[src/rtl/rtdc_pkg.sv]
// Shared types, constants and PT1000 table functions for the RTD code-to-temperature unit.
package rtdc_pkg;

  localparam int ADC_BITS_DEF     = 24;
  localparam int TABLE_POINTS_DEF = 16;
  localparam int PT_AVAIL         = 16;

  localparam int REF_W    = 16;
  localparam logic [REF_W-1:0] REF_RESET = 16'd4020;

  localparam int RC_W     = REF_W + 7;   // centi-ohms, up to 65535*100
  localparam int TENTHS_W = 20;
  localparam int TEMP_W   = 15;
  localparam int SEG_W    = 4;

  localparam int D_W       = 13;          // resistance above segment's low point
  localparam int P_W       = 22;          // d * 1000
  localparam int SPAN_W    = 12;
  localparam int RECIP_W   = 11;
  localparam int RECIP_SHIFT = P_W;       // reciprocal is floor(2^22 / span)
  localparam int EST_W     = 11;
  localparam int REM_W     = 13;

  localparam int T_FIRST  = -5000;
  localparam int T_STEP   = 1000;
  localparam logic signed [TEMP_W-1:0] OOR_TEMP = 15'sd1000;

  localparam int CFG_AW = 3;
  localparam int CFG_DW = 32;

  localparam int Q_DEPTH = 2;
  localparam int Q_PTR_W = $clog2(Q_DEPTH);

  typedef struct packed {
    logic [TENTHS_W-1:0] tenths;
    logic [RC_W-1:0]     rc;
    logic [SEG_W-1:0]    seg;    // upper point of the interpolation segment
    logic                below;
    logic                above;
    logic                first;  // exactly on the first table point
  } rtdc_item_t;

  // PT1000 resistance in centi-ohms, -50 to 100 degC in 10 degC steps
  function automatic logic [RC_W-1:0] pt_centiohm(input int idx);
    logic [RC_W-1:0] v;
    case (idx)
      0:       v = RC_W'(80315);
      1:       v = RC_W'(84275);
      2:       v = RC_W'(88224);
      3:       v = RC_W'(92161);
      4:       v = RC_W'(96086);
      5:       v = RC_W'(100000);
      6:       v = RC_W'(103902);
      7:       v = RC_W'(107793);
      8:       v = RC_W'(111672);
      9:       v = RC_W'(115539);
      10:      v = RC_W'(119395);
      11:      v = RC_W'(123239);
      12:      v = RC_W'(127072);
      13:      v = RC_W'(130893);
      14:      v = RC_W'(134702);
      15:      v = RC_W'(138500);
      default: v = '0;
    endcase
    return v;
  endfunction

  // width of the segment ending at point idx
  function automatic logic [SPAN_W-1:0] seg_span(input int idx);
    logic [RC_W-1:0] hi;
    logic [RC_W-1:0] lo;
    hi = pt_centiohm(idx);
    lo = pt_centiohm(idx - 1);
    return SPAN_W'(hi - lo);
  endfunction

  // floor(2^22 / span) for the segment ending at point idx
  function automatic logic [RECIP_W-1:0] seg_recip(input int idx);
    logic [RECIP_W-1:0] v;
    case (idx)
      1:       v = RECIP_W'(1059);
      2:       v = RECIP_W'(1062);
      3:       v = RECIP_W'(1065);
      4:       v = RECIP_W'(1068);
      5:       v = RECIP_W'(1071);
      6:       v = RECIP_W'(1074);
      7:       v = RECIP_W'(1077);
      8:       v = RECIP_W'(1081);
      9:       v = RECIP_W'(1084);
      10:      v = RECIP_W'(1087);
      11:      v = RECIP_W'(1091);
      12:      v = RECIP_W'(1094);
      13:      v = RECIP_W'(1097);
      14:      v = RECIP_W'(1101);
      15:      v = RECIP_W'(1104);
      default: v = '0;
    endcase
    return v;
  endfunction

  function automatic logic signed [TEMP_W-1:0] pt_temp(input int idx);
    return TEMP_W'(T_FIRST + T_STEP * idx);
  endfunction

endpackage

[src/rtl/rtd_code_to_temperature_unit.sv]
// Top level: configuration register, front end, request queue and interpolation back end.
// Throughput: one request per cycle; the back end drains the queue every cycle, so busy
// only rises if the two-entry queue fills, and the result side has no stall.
// Reset (rst_n low, synchronous): clears all valid bits and the queue, and sets
// reference_ohms to 4020.
module rtd_code_to_temperature_unit #(
  parameter int ADC_BITS     = rtdc_pkg::ADC_BITS_DEF,
  parameter int TABLE_POINTS = rtdc_pkg::TABLE_POINTS_DEF
) (
  input  logic                                clk,
  input  logic                                rst_n,
  input  logic                                start,
  output logic                                busy,
  input  logic [ADC_BITS-1:0]                 in_adc_code,
  output logic                                out_valid,
  output logic [rtdc_pkg::TENTHS_W-1:0]       out_resistance_tenths,
  output logic signed [rtdc_pkg::TEMP_W-1:0]  out_temperature_centi,
  output logic                                out_out_of_range,
  input  logic                                psel,
  input  logic                                penable,
  input  logic                                pwrite,
  input  logic [rtdc_pkg::CFG_AW-1:0]         paddr,
  input  logic [rtdc_pkg::CFG_DW-1:0]         pwdata,
  output logic [rtdc_pkg::CFG_DW-1:0]         prdata,
  output logic                                pready
);
  import rtdc_pkg::*;

  localparam logic REG_REFERENCE_OHMS = 1'b0;

  logic [REF_W-1:0] ref_r;
  logic             cfg_wr;
  logic             q_full;
  logic             f_push;
  rtdc_item_t       f_item;
  logic             q_vld;
  rtdc_item_t       q_item;

  assign pready = 1'b1;
  assign cfg_wr = psel & penable & pwrite & pready;
  assign prdata = (paddr[2] == REG_REFERENCE_OHMS) ? CFG_DW'(ref_r) : '0;

  always_ff @(posedge clk) begin
    if (!rst_n) begin
      ref_r <= REF_RESET;
    end else if (cfg_wr && paddr[2] == REG_REFERENCE_OHMS) begin
      ref_r <= pwdata[REF_W-1:0];
    end
  end

  assign busy = q_full;

  rtdc_front #(
    .ADC_BITS     (ADC_BITS),
    .TABLE_POINTS (TABLE_POINTS)
  ) u_front (
    .clk      (clk),
    .rst_n    (rst_n),
    .start    (start),
    .adc_code (in_adc_code),
    .ref_ohms (ref_r),
    .adv      (~q_full),
    .push     (f_push),
    .item     (f_item)
  );

  rtdc_queue u_queue (
    .clk     (clk),
    .rst_n   (rst_n),
    .push    (f_push),
    .wdata   (f_item),
    .full    (q_full),
    .rd_vld  (q_vld),
    .rd_data (q_item)
  );

  rtdc_back u_back (
    .clk        (clk),
    .rst_n      (rst_n),
    .in_vld     (q_vld),
    .in_item    (q_item),
    .out_valid  (out_valid),
    .out_tenths (out_resistance_tenths),
    .out_temp   (out_temperature_centi),
    .out_oor    (out_out_of_range)
  );

endmodule

[src/rtl/rtdc_front.sv]
// Front end: scales the code to resistance, divides by full scale and picks the table segment.
module rtdc_front #(
  parameter int ADC_BITS     = rtdc_pkg::ADC_BITS_DEF,
  parameter int TABLE_POINTS = rtdc_pkg::TABLE_POINTS_DEF
) (
  input  logic                       clk,
  input  logic                       rst_n,
  input  logic                       start,
  input  logic [ADC_BITS-1:0]        adc_code,
  input  logic [rtdc_pkg::REF_W-1:0] ref_ohms,
  input  logic                       adv,
  output logic                       push,
  output rtdc_pkg::rtdc_item_t       item
);
  import rtdc_pkg::*;

  localparam int PW       = ADC_BITS + REF_W;
  localparam int XW       = PW + 7;
  localparam int QW       = XW - ADC_BITS;
  localparam int NFOLD    = 3;
  localparam int NSTG     = NFOLD + 4;
  localparam int PTS_USED = (TABLE_POINTS < PT_AVAIL) ? TABLE_POINTS : PT_AVAIL;
  localparam logic [XW-1:0] FS = XW'({ADC_BITS{1'b1}});

  logic [NSTG-1:0] vld_r;
  logic [PW-1:0]   prod_r;
  logic [XW-1:0]   x_r   [2];
  logic [XW-1:0]   r_r   [2][NFOLD];
  logic [QW-1:0]   q_r   [2][NFOLD];
  logic [XW-1:0]   r_nxt [2][NFOLD];
  logic [QW-1:0]   q_nxt [2][NFOLD];
  logic [QW-1:0]   quo_r [2];
  logic [QW-1:0]   quo_nxt [2];
  rtdc_item_t      item_r;
  rtdc_item_t      item_nxt;

  // x mod (2^N-1) folding: x = hi*2^N + lo  ->  hi + lo, quotient gains hi
  always_comb begin
    logic [XW-1:0] src;
    logic [QW-1:0] srcq;
    for (int l = 0; l < 2; l++) begin
      for (int k = 0; k < NFOLD; k++) begin
        if (k == 0) begin
          src  = x_r[l];
          srcq = '0;
        end else begin
          src  = r_r[l][k-1];
          srcq = q_r[l][k-1];
        end
        r_nxt[l][k] = (src & FS) + XW'(src[XW-1:ADC_BITS]);
        q_nxt[l][k] = srcq + src[XW-1:ADC_BITS];
      end
      quo_nxt[l] = q_r[l][NFOLD-1] + QW'(r_r[l][NFOLD-1] >= FS);
    end
  end

  always_comb begin
    logic [RC_W-1:0] rc;
    rc = RC_W'(quo_r[1]);
    item_nxt.tenths = TENTHS_W'(quo_r[0]);
    item_nxt.rc     = rc;
    item_nxt.below  = rc < pt_centiohm(0);
    item_nxt.first  = rc == pt_centiohm(0);
    item_nxt.above  = rc > pt_centiohm(PTS_USED - 1);
    item_nxt.seg    = SEG_W'(PTS_USED - 1);
    // lowest point at or above rc wins
    for (int i = PTS_USED - 1; i >= 1; i--) begin
      if (pt_centiohm(i) >= rc) begin
        item_nxt.seg = SEG_W'(i);
      end
    end
  end

  always_ff @(posedge clk) begin
    if (!rst_n) begin
      vld_r <= '0;
    end else if (adv) begin
      vld_r <= {vld_r[NSTG-2:0], start};
    end
  end

  always_ff @(posedge clk) begin
    if (adv) begin
      prod_r <= PW'(adc_code) * PW'(ref_ohms);
      x_r[0] <= (XW'(prod_r) << 3) + (XW'(prod_r) << 1);
      x_r[1] <= (XW'(prod_r) << 6) + (XW'(prod_r) << 5) + (XW'(prod_r) << 2);
      for (int l = 0; l < 2; l++) begin
        for (int k = 0; k < NFOLD; k++) begin
          r_r[l][k] <= r_nxt[l][k];
          q_r[l][k] <= q_nxt[l][k];
        end
        quo_r[l] <= quo_nxt[l];
      end
      item_r <= item_nxt;
    end
  end

  assign push = vld_r[NSTG-1] & adv;
  assign item = item_r;

endmodule

[src/rtl/rtdc_queue.sv]
// Two-entry request queue between the front end and the interpolation back end.
module rtdc_queue (
  input  logic                 clk,
  input  logic                 rst_n,
  input  logic                 push,
  input  rtdc_pkg::rtdc_item_t wdata,
  output logic                 full,
  output logic                 rd_vld,
  output rtdc_pkg::rtdc_item_t rd_data
);
  import rtdc_pkg::*;

  rtdc_item_t         mem_r [Q_DEPTH];
  logic [Q_PTR_W-1:0] wr_ptr_r;
  logic [Q_PTR_W-1:0] rd_ptr_r;
  logic [Q_PTR_W:0]   cnt_r;
  logic [Q_PTR_W:0]   cnt_nxt;
  logic               pop;

  assign full    = cnt_r == (Q_PTR_W+1)'(Q_DEPTH);
  assign rd_vld  = cnt_r != '0;
  assign pop     = rd_vld;    // back end never stalls
  assign rd_data = mem_r[rd_ptr_r];

  always_comb begin
    case ({push, pop})
      2'b10:   cnt_nxt = cnt_r + 1'b1;
      2'b01:   cnt_nxt = cnt_r - 1'b1;
      default: cnt_nxt = cnt_r;
    endcase
  end

  always_ff @(posedge clk) begin
    if (!rst_n) begin
      wr_ptr_r <= '0;
      rd_ptr_r <= '0;
      cnt_r    <= '0;
    end else begin
      cnt_r <= cnt_nxt;
      if (push) begin
        wr_ptr_r <= wr_ptr_r + 1'b1;
      end
      if (pop) begin
        rd_ptr_r <= rd_ptr_r + 1'b1;
      end
    end
  end

  always_ff @(posedge clk) begin
    if (push) begin
      mem_r[wr_ptr_r] <= wdata;
    end
  end

endmodule

[src/rtl/rtdc_back.sv]
// Back end: linear interpolation inside the chosen segment with an exact per-segment divide.
module rtdc_back (
  input  logic                                clk,
  input  logic                                rst_n,
  input  logic                                in_vld,
  input  rtdc_pkg::rtdc_item_t                in_item,
  output logic                                out_valid,
  output logic [rtdc_pkg::TENTHS_W-1:0]       out_tenths,
  output logic signed [rtdc_pkg::TEMP_W-1:0]  out_temp,
  output logic                                out_oor
);
  import rtdc_pkg::*;

  localparam int NB     = 5;
  localparam int PROD_W = P_W + RECIP_W;

  logic [NB-1:0]   vld_r;
  rtdc_item_t      it_r [NB];
  logic [D_W-1:0]  d_r;
  logic [P_W-1:0]  p2_r;
  logic [P_W-1:0]  p3_r;
  logic [EST_W-1:0] est3_r;
  logic [EST_W-1:0] est4_r;
  logic [REM_W-1:0] rem_r;
  logic [EST_W-1:0] f_r;
  logic             nz_r;

  logic [D_W-1:0]   d_nxt;
  logic [P_W-1:0]   p_nxt;
  logic [EST_W-1:0] est_nxt;
  logic [REM_W-1:0] rem_nxt;
  logic [EST_W-1:0] f_nxt;
  logic             nz_nxt;

  logic                       valid_r;
  logic [TENTHS_W-1:0]        tenths_r;
  logic signed [TEMP_W-1:0]   temp_r;
  logic signed [TEMP_W-1:0]   temp_nxt;
  logic                       oor_r;

  always_comb begin
    logic [RC_W-1:0]    lo;
    logic [PROD_W-1:0]  prod;
    logic [P_W-1:0]     esp;
    logic [REM_W-1:0]   span4;
    logic [REM_W-1:0]   span5;
    logic               corr;
    logic signed [TEMP_W-1:0] sum;

    lo    = pt_centiohm(int'(in_item.seg) - 1);
    d_nxt = D_W'(in_item.rc - lo);

    // d * 1000
    p_nxt = (P_W'(d_r) << 10) - (P_W'(d_r) << 4) - (P_W'(d_r) << 3);

    // reciprocal estimate is exact or one low
    prod    = PROD_W'(p2_r) * PROD_W'(seg_recip(int'(it_r[1].seg)));
    est_nxt = prod[PROD_W-1:RECIP_SHIFT];

    span4   = REM_W'(seg_span(int'(it_r[2].seg)));
    esp     = P_W'(est3_r) * P_W'(span4);
    rem_nxt = REM_W'(p3_r - esp);

    span5  = REM_W'(seg_span(int'(it_r[3].seg)));
    corr   = rem_r >= span5;
    f_nxt  = est4_r + EST_W'(corr);
    nz_nxt = corr ? (rem_r != span5) : (rem_r != '0);

    // truncate toward zero: a negative inexact result rounds up
    sum = pt_temp(int'(it_r[4].seg) - 1) + $signed(TEMP_W'(f_r));
    if (it_r[4].below || it_r[4].above) begin
      temp_nxt = OOR_TEMP;
    end else if (it_r[4].first) begin
      temp_nxt = pt_temp(0);
    end else if (sum[TEMP_W-1] && nz_r) begin
      temp_nxt = sum + TEMP_W'(1);
    end else begin
      temp_nxt = sum;
    end
  end

  always_ff @(posedge clk) begin
    if (!rst_n) begin
      vld_r   <= '0;
      valid_r <= 1'b0;
    end else begin
      vld_r   <= {vld_r[NB-2:0], in_vld};
      valid_r <= vld_r[NB-1];
    end
  end

  always_ff @(posedge clk) begin
    it_r[0] <= in_item;
    for (int k = 1; k < NB; k++) begin
      it_r[k] <= it_r[k-1];
    end
    d_r      <= d_nxt;
    p2_r     <= p_nxt;
    p3_r     <= p2_r;
    est3_r   <= est_nxt;
    est4_r   <= est3_r;
    rem_r    <= rem_nxt;
    f_r      <= f_nxt;
    nz_r     <= nz_nxt;
    tenths_r <= it_r[NB-1].tenths;
    temp_r   <= temp_nxt;
    oor_r    <= it_r[NB-1].below | it_r[NB-1].above;
  end

  assign out_valid  = valid_r;
  assign out_tenths = tenths_r;
  assign out_temp   = temp_r;
  assign out_oor    = oor_r;

endmodule

[config.mk]
export PLATFORM = sky130hd
export DESIGN_NAME = rtd_code_to_temperature_unit
export DESIGN_NICKNAME = d
export VERILOG_FILES = /design/src/rtl/rtdc_pkg.sv /design/src/rtl/rtd_code_to_temperature_unit.sv /design/src/rtl/rtdc_front.sv /design/src/rtl/rtdc_queue.sv /design/src/rtl/rtdc_back.sv
export SDC_FILE = /design/constraint.sdc
export NUM_CORES = 2
export LEC_CHECK = 0
export BUFFER_PORTS_ARGS = -buffer_cell sky130_fd_sc_hd__clkbuf_2
export CAP_MARGIN = 0
export CORE_AREA = 3 3 497 499
export CTS_CLUSTER_SIZE = 25
export DETAILED_ROUTE_END_ITERATION = 8
export DIE_AREA = 0 0 500 502
export SYNTH_ARGS = -nofsm -noshare
export SYNTH_HDL_FRONTEND = slang
export SYNTH_SLANG_ARGS = --single-unit
[constraint.sdc]
create_clock -name clk -period 55.2 [get_ports clk]
set_input_delay 2.76 -clock clk [delete_from_list [all_inputs] [get_ports clk]]
set_output_delay 2.76 -clock clk [all_outputs]
set_load 0.1 [all_outputs]
**Word level (Yosys, flattened, before mapping)**

Memory sizes are Yosys's and may differ from the RTL's. A register that Yosys moved wholly into a read port is not among the register bits.
Cells that the tools add are included.

- Word-level logic and storage cells: 145
- Memory bits (writable): 778
- Memories: 12
- Memory bits (read-only): 1568
- Bits of input ports: 65
- Flip-flop bits (word level): 234

- $add $sub $neg: 33
- Bitwise gates (word level): 6
- Reductions and logical operators: 13
- $lt $le $gt $ge: 19
- Equality and inequality tests: 5
- Multipliers: 4
- Multiplexer cells: 26

Memory list:

| name | depth | bits a word | read ports | clocked after Yosys merged registers in | write ports | line | source |
|---|---|---|---|---|---|---|---|
| (name not given) | 16 | 18 | 1 | 0 | 0 | rtdc_pkg.sv:46 | `case (idx)` |
| (name not given) | 16 | 18 | 1 | 0 | 0 | rtdc_pkg.sv:46 |  |
| (name not given) | 16 | 18 | 1 | 0 | 0 | rtdc_pkg.sv:46 |  |
| (name not given) | 16 | 18 | 1 | 0 | 0 | rtdc_pkg.sv:46 |  |
| (name not given) | 16 | 18 | 1 | 0 | 0 | rtdc_pkg.sv:46 |  |
| u_back.it_r | 5 | 50 | 5 | 0 | 5 | rtdc_back.sv:18 | `rtdc_item_t it_r [NB];` |
| 6 more memories | -- | -- | -- | -- | -- | -- |  |

Operators with widths:

| kind | count |
|---|---|
| $ge 17x23->1 const A | 13 |
| $add 24x23->25 | 6 |
| $ge 47x24->1 const B | 2 |
| $add 23x23->23 | 4 |
| $logic_not 28->1 | 3 |
| $add 46x45->47 | 1 |
| $add 47x42->47 | 1 |
| $add 23x1->23 | 2 |
| $add 43x41->44 | 1 |
| $mul 24x16->40 | 1 |
| $mul 22x11->33 | 1 |
| $mul 8x32->12 const A | 1 |
| $mux 15 | 2 |
| $sub 13x13->13 | 2 |
| $mux 12 | 2 |
| $mux 4 | 6 |
| $sub 12x12->12 | 2 |
| $eq 23x17->1 const B | 1 |
| $ge 18x23->1 const A | 1 |
| $gt 23x18->1 const B | 1 |
| $lt 23x17->1 const B | 1 |
| $sub 22x16->22 | 1 |
| $sub 22x17->22 | 1 |
| $sub 4x1->5 const B | 4 |
| other kinds (29) | 46 |

**Depth between registers and ports, before layout**

An unclocked memory read counts as a cell.

- Depth after elaboration: 15
- Gate-level depth with buffers: 38
- Mapped depth without buffers: 37

**Cells and area by module**

From an unflattened synthesis, not the netlist that was laid out.

- Cells, all modules: 5953
- Area, all modules: 62917.8 sq um

By module, submodules not included:

| module | instances | area each (sq um) | sequential area each (sq um) | cells each |
|---|---|---|---|---|
| rtdc_front | 1 | 38555.7 | 14824.2 | 3534 |
| rtdc_back | 1 | 19595.0 | 5325.1 | 2133 |
| rtdc_queue | 1 | 3816.2 | 3103.0 | 179 |
| rtd_code_to_temperature_unit | 1 | 950.9 | 320.3 | 107 |

**Worst setup path after synthesis**

Ideal clock, no wire load.

- Path kind: reg2out
- From: reg u_queue.cnt_r[0]
- To: out busy
- Cell stages (with the launch flop): 4
- Required time: 52.440 ns
- Data arrival time: 21.489 ns
- Setup slack: 30.951 ns
- Cells stage by stage: dfxtp_1 nand2b_1 clkbuf_1 clkinv_1

- Cells in the longest elaborated chain, start to end: 1

RTL lines:

| item | line | source |
|---|---|---|
| start: declaration | rtdc_queue.sv:16 | `logic [Q_PTR_W:0] cnt_r;` |
| start signal: assignment | rtdc_queue.sv:39 | `cnt_r <= cnt_nxt;` |
| $eq 2x2->1 | rtdc_queue.sv:20 | `assign full = cnt_r == (Q_PTR_W+1)'(Q_DEPTH);` |
| end: declaration | rtd_code_to_temperature_unit.sv:13 | `output logic busy,` |

Every way passes these cells.

==> out/results.txt <==
Chip height - 502 um
Core box area - 243000 sq um
Wire length per cell - 13.9 um
Worst Tran Pin Value - 1310 ps
Crit Path Class - flip-flop to flip-flop
Max incr delay on CP - 740 ps
CTS tree - done
Fillers - 25100
Worst setup SP type - flip-flop
All-Layer GR Usage - 0.101
Synth top area cells - edfxtp_1 28%, fa_1 17%, ha_1 11%
Most used cell, CP - xnor2_1
Initial Util - 0.249
Clk_lat worst skew - 700 ps
Req. time, crit path - 55820 ps
Register area share after synthesis - 0.374
Syn Std Cell Area - 60600 sq um
Post-cts hold buffer count - 0
Ys Warns - 0
Global-route wire length before repair - 211 mm
GP Congestion - 0.856
Full die area - 251000 sq um
Total congestion overflow - 0
Share of cells above drive strength 1 - 0.0554
Unrepaired setup endpoints after global routing - no
Clock Skew - 43.6 ps
Final Instance Area - 67800 sq um
Drt initial violations - 2063
#FFs+latches synth - 853
I/O pin count - 136
Post-synth ARST share - 0
Area grow syn2layout - 11.9%
Final hold violations - 0
Max Freq - 0.106 GHz
Crit-path max FO - 17
Via density - 4.37
Post-synthesis average cell area - 10.5 sq um
Outcome - finished clean
M3 GR Usage - 0.0168
Placed Instances - 8938
Antenna violations before repair - 3
Hold Path Class - flip-flop to flip-flop
Area share of the leading cell type in the synthesized netlist - 0.277
Post-CTS sizing - 0
GR peak layer - met2
Bufs and invs on worst path - 4
FP Rows - 181
Main synth FF type - edfxtp_1
PortBufs - 100
Number of synthesized flops with an enable pin - 559
Commonest cells in the netlist - 731 x inv_1, 651 x nand2_1, 559 x edfxtp_1
Num CTS Buffers - 89
Worst path arrival time - 10100 ps
Sum Neg Setup Slack - 0 ps
Die W - 500 um
M1 GR Usage - 0.134
Reg2reg setup slack - 45720 ps
Slowest cell on crit path - dfxtp_1
Postcts setup bufs - 0
# setup viols final - 0
Final WL - 127 mm
Fin crit share - 0.172
Final hold slack - 321 ps
Post-synth cell types - 79
Post-DRT Antenna Nets - 0
Crit-path leading delay family - adder cells
Tmin final - 9480 ps
CP endpoint kind - flip-flop
Largest net degree at the start of global routing - 84
Clock root buffer - clkbuf_16
CTS clk-pin slew, worst paths - 70 ps
Met2 usage - 0.172
DR vias - 39700
Synth area leader - edfxtp_1
Slew Limit Fails - 0
Post-route insts no fill - 9103
Vias in the first global route - 41100
DR DRC count - 0
Cell with the most instances after synthesis - inv_1
# diodes - 0
Relative slew slack - 0.124
Number of max-cap violations - 0
HPWL Detailed - 96.5 mm
# clock sinks - 853
CTS H-tree lvls - 3
Syn Inst Count - 5756
Placed Area - 64700 sq um
First drt pass iteration count - 5
Final-stage net count - 6918
CTS max path bufs - 3
kinds of logic after synthesis:
| logic type | count (synthesis) | share of synthesized area |
|---|---|---|
| other | 2 | 0.000124 |
| XOR/XNOR | 478 | 0.0693 |
| buffers and inverters | 895 | 0.0567 |
| AO/OA/AOI/OAI | 743 | 0.0779 |
| AND/OR/NAND/NOR | 1709 | 0.137 |
| multiplexers | 50 | 0.00896 |
| flip-flops | 853 | 0.374 |
| adder cells (fa/ha/maj) | 1026 | 0.276 |
layout make-up:
type | count | area, sq um | area share
Multi-Input combinational cell | 4023 | 34600 | 0.510
Sequential cell | 853 | 22700 | 0.335
Tap cell | 3202 | 4010 | 0.0591
Inverter | 735 | 2760 | 0.0407
Clock buffer | 115 | 2390 | 0.0353
Timing Repair Buffer | 125 | 688 | 0.0102
Clock inverter | 50 | 684 | 0.0101
metal layers:
metal  vias up  routed length, um
met5         -                  0
met4         0               2890
met3       187               6190
met2       916              60000
met1     19400              57800
li1      19300                  -
sequential cells by signal, indices dropped and copies added, names as in the netlist, 13 cells and up, named ones only:
signal             flops
u_front.prod_r        40
u_queue.mem_r         80
u_back.p2_r           19
u_front.q_r          120
u_front.item          40
u_back.d_r            13
ref_r                 16
u_back.out_temp       15
u_back.out_tenths     20
u_back.it_r          135
u_front.x_r           86
u_front.r_r          150
u_back.rem_r          13
u_front.quo_r         43
through the flow:
stage | setup WS [ps] | utilization
after floorplan | 30950 | -
after global placement | 45470 | 0.266
after detailed placement | 45390 | 0.266
after CTS | 45720 | 0.279
after global routing | 45000 | 0.279
final | 45720 | 0.279
layout by cell type, fill, tap and decap left out, types with 74 or more instances in the layout:
cell,synthesis,layout
nand3_1,150,150
ha_1,510,510
nor2b_1,79,79
nor2_1,239,238
nand2_1,651,651
xor2_1,137,137
and3_1,75,74
clkbuf_2,0,100
a21o_1,100,100
and2_1,263,263
xnor2_1,340,340
a21oi_1,220,219
inv_1,731,731
fa_1,516,516
clkbuf_16,0,89
o21ai_0,163,163
dfxtp_1,294,293
edfxtp_1,559,559
worst paths after layout:
path / from / end / cells after the start
worst min register to register: u_back.it_r[0][149]$_DFF_P_ / u_back.it_r[0][199]$_DFF_P_ / 0
worst min-delay path: u_back.it_r[0][149]$_DFF_P_ / u_back.it_r[0][199]$_DFF_P_ / 0
worst max register to register: u_back.it_r[0][104]$_DFF_P_ / u_back.rem_r[12]$_DFF_P_ / 34
worst max-delay path: u_back.it_r[0][104]$_DFF_P_ / u_back.rem_r[12]$_DFF_P_ / 34
Power is not shown: default switching activity piles up to over one toggle a cycle in this logic, so the estimate is an artifact.
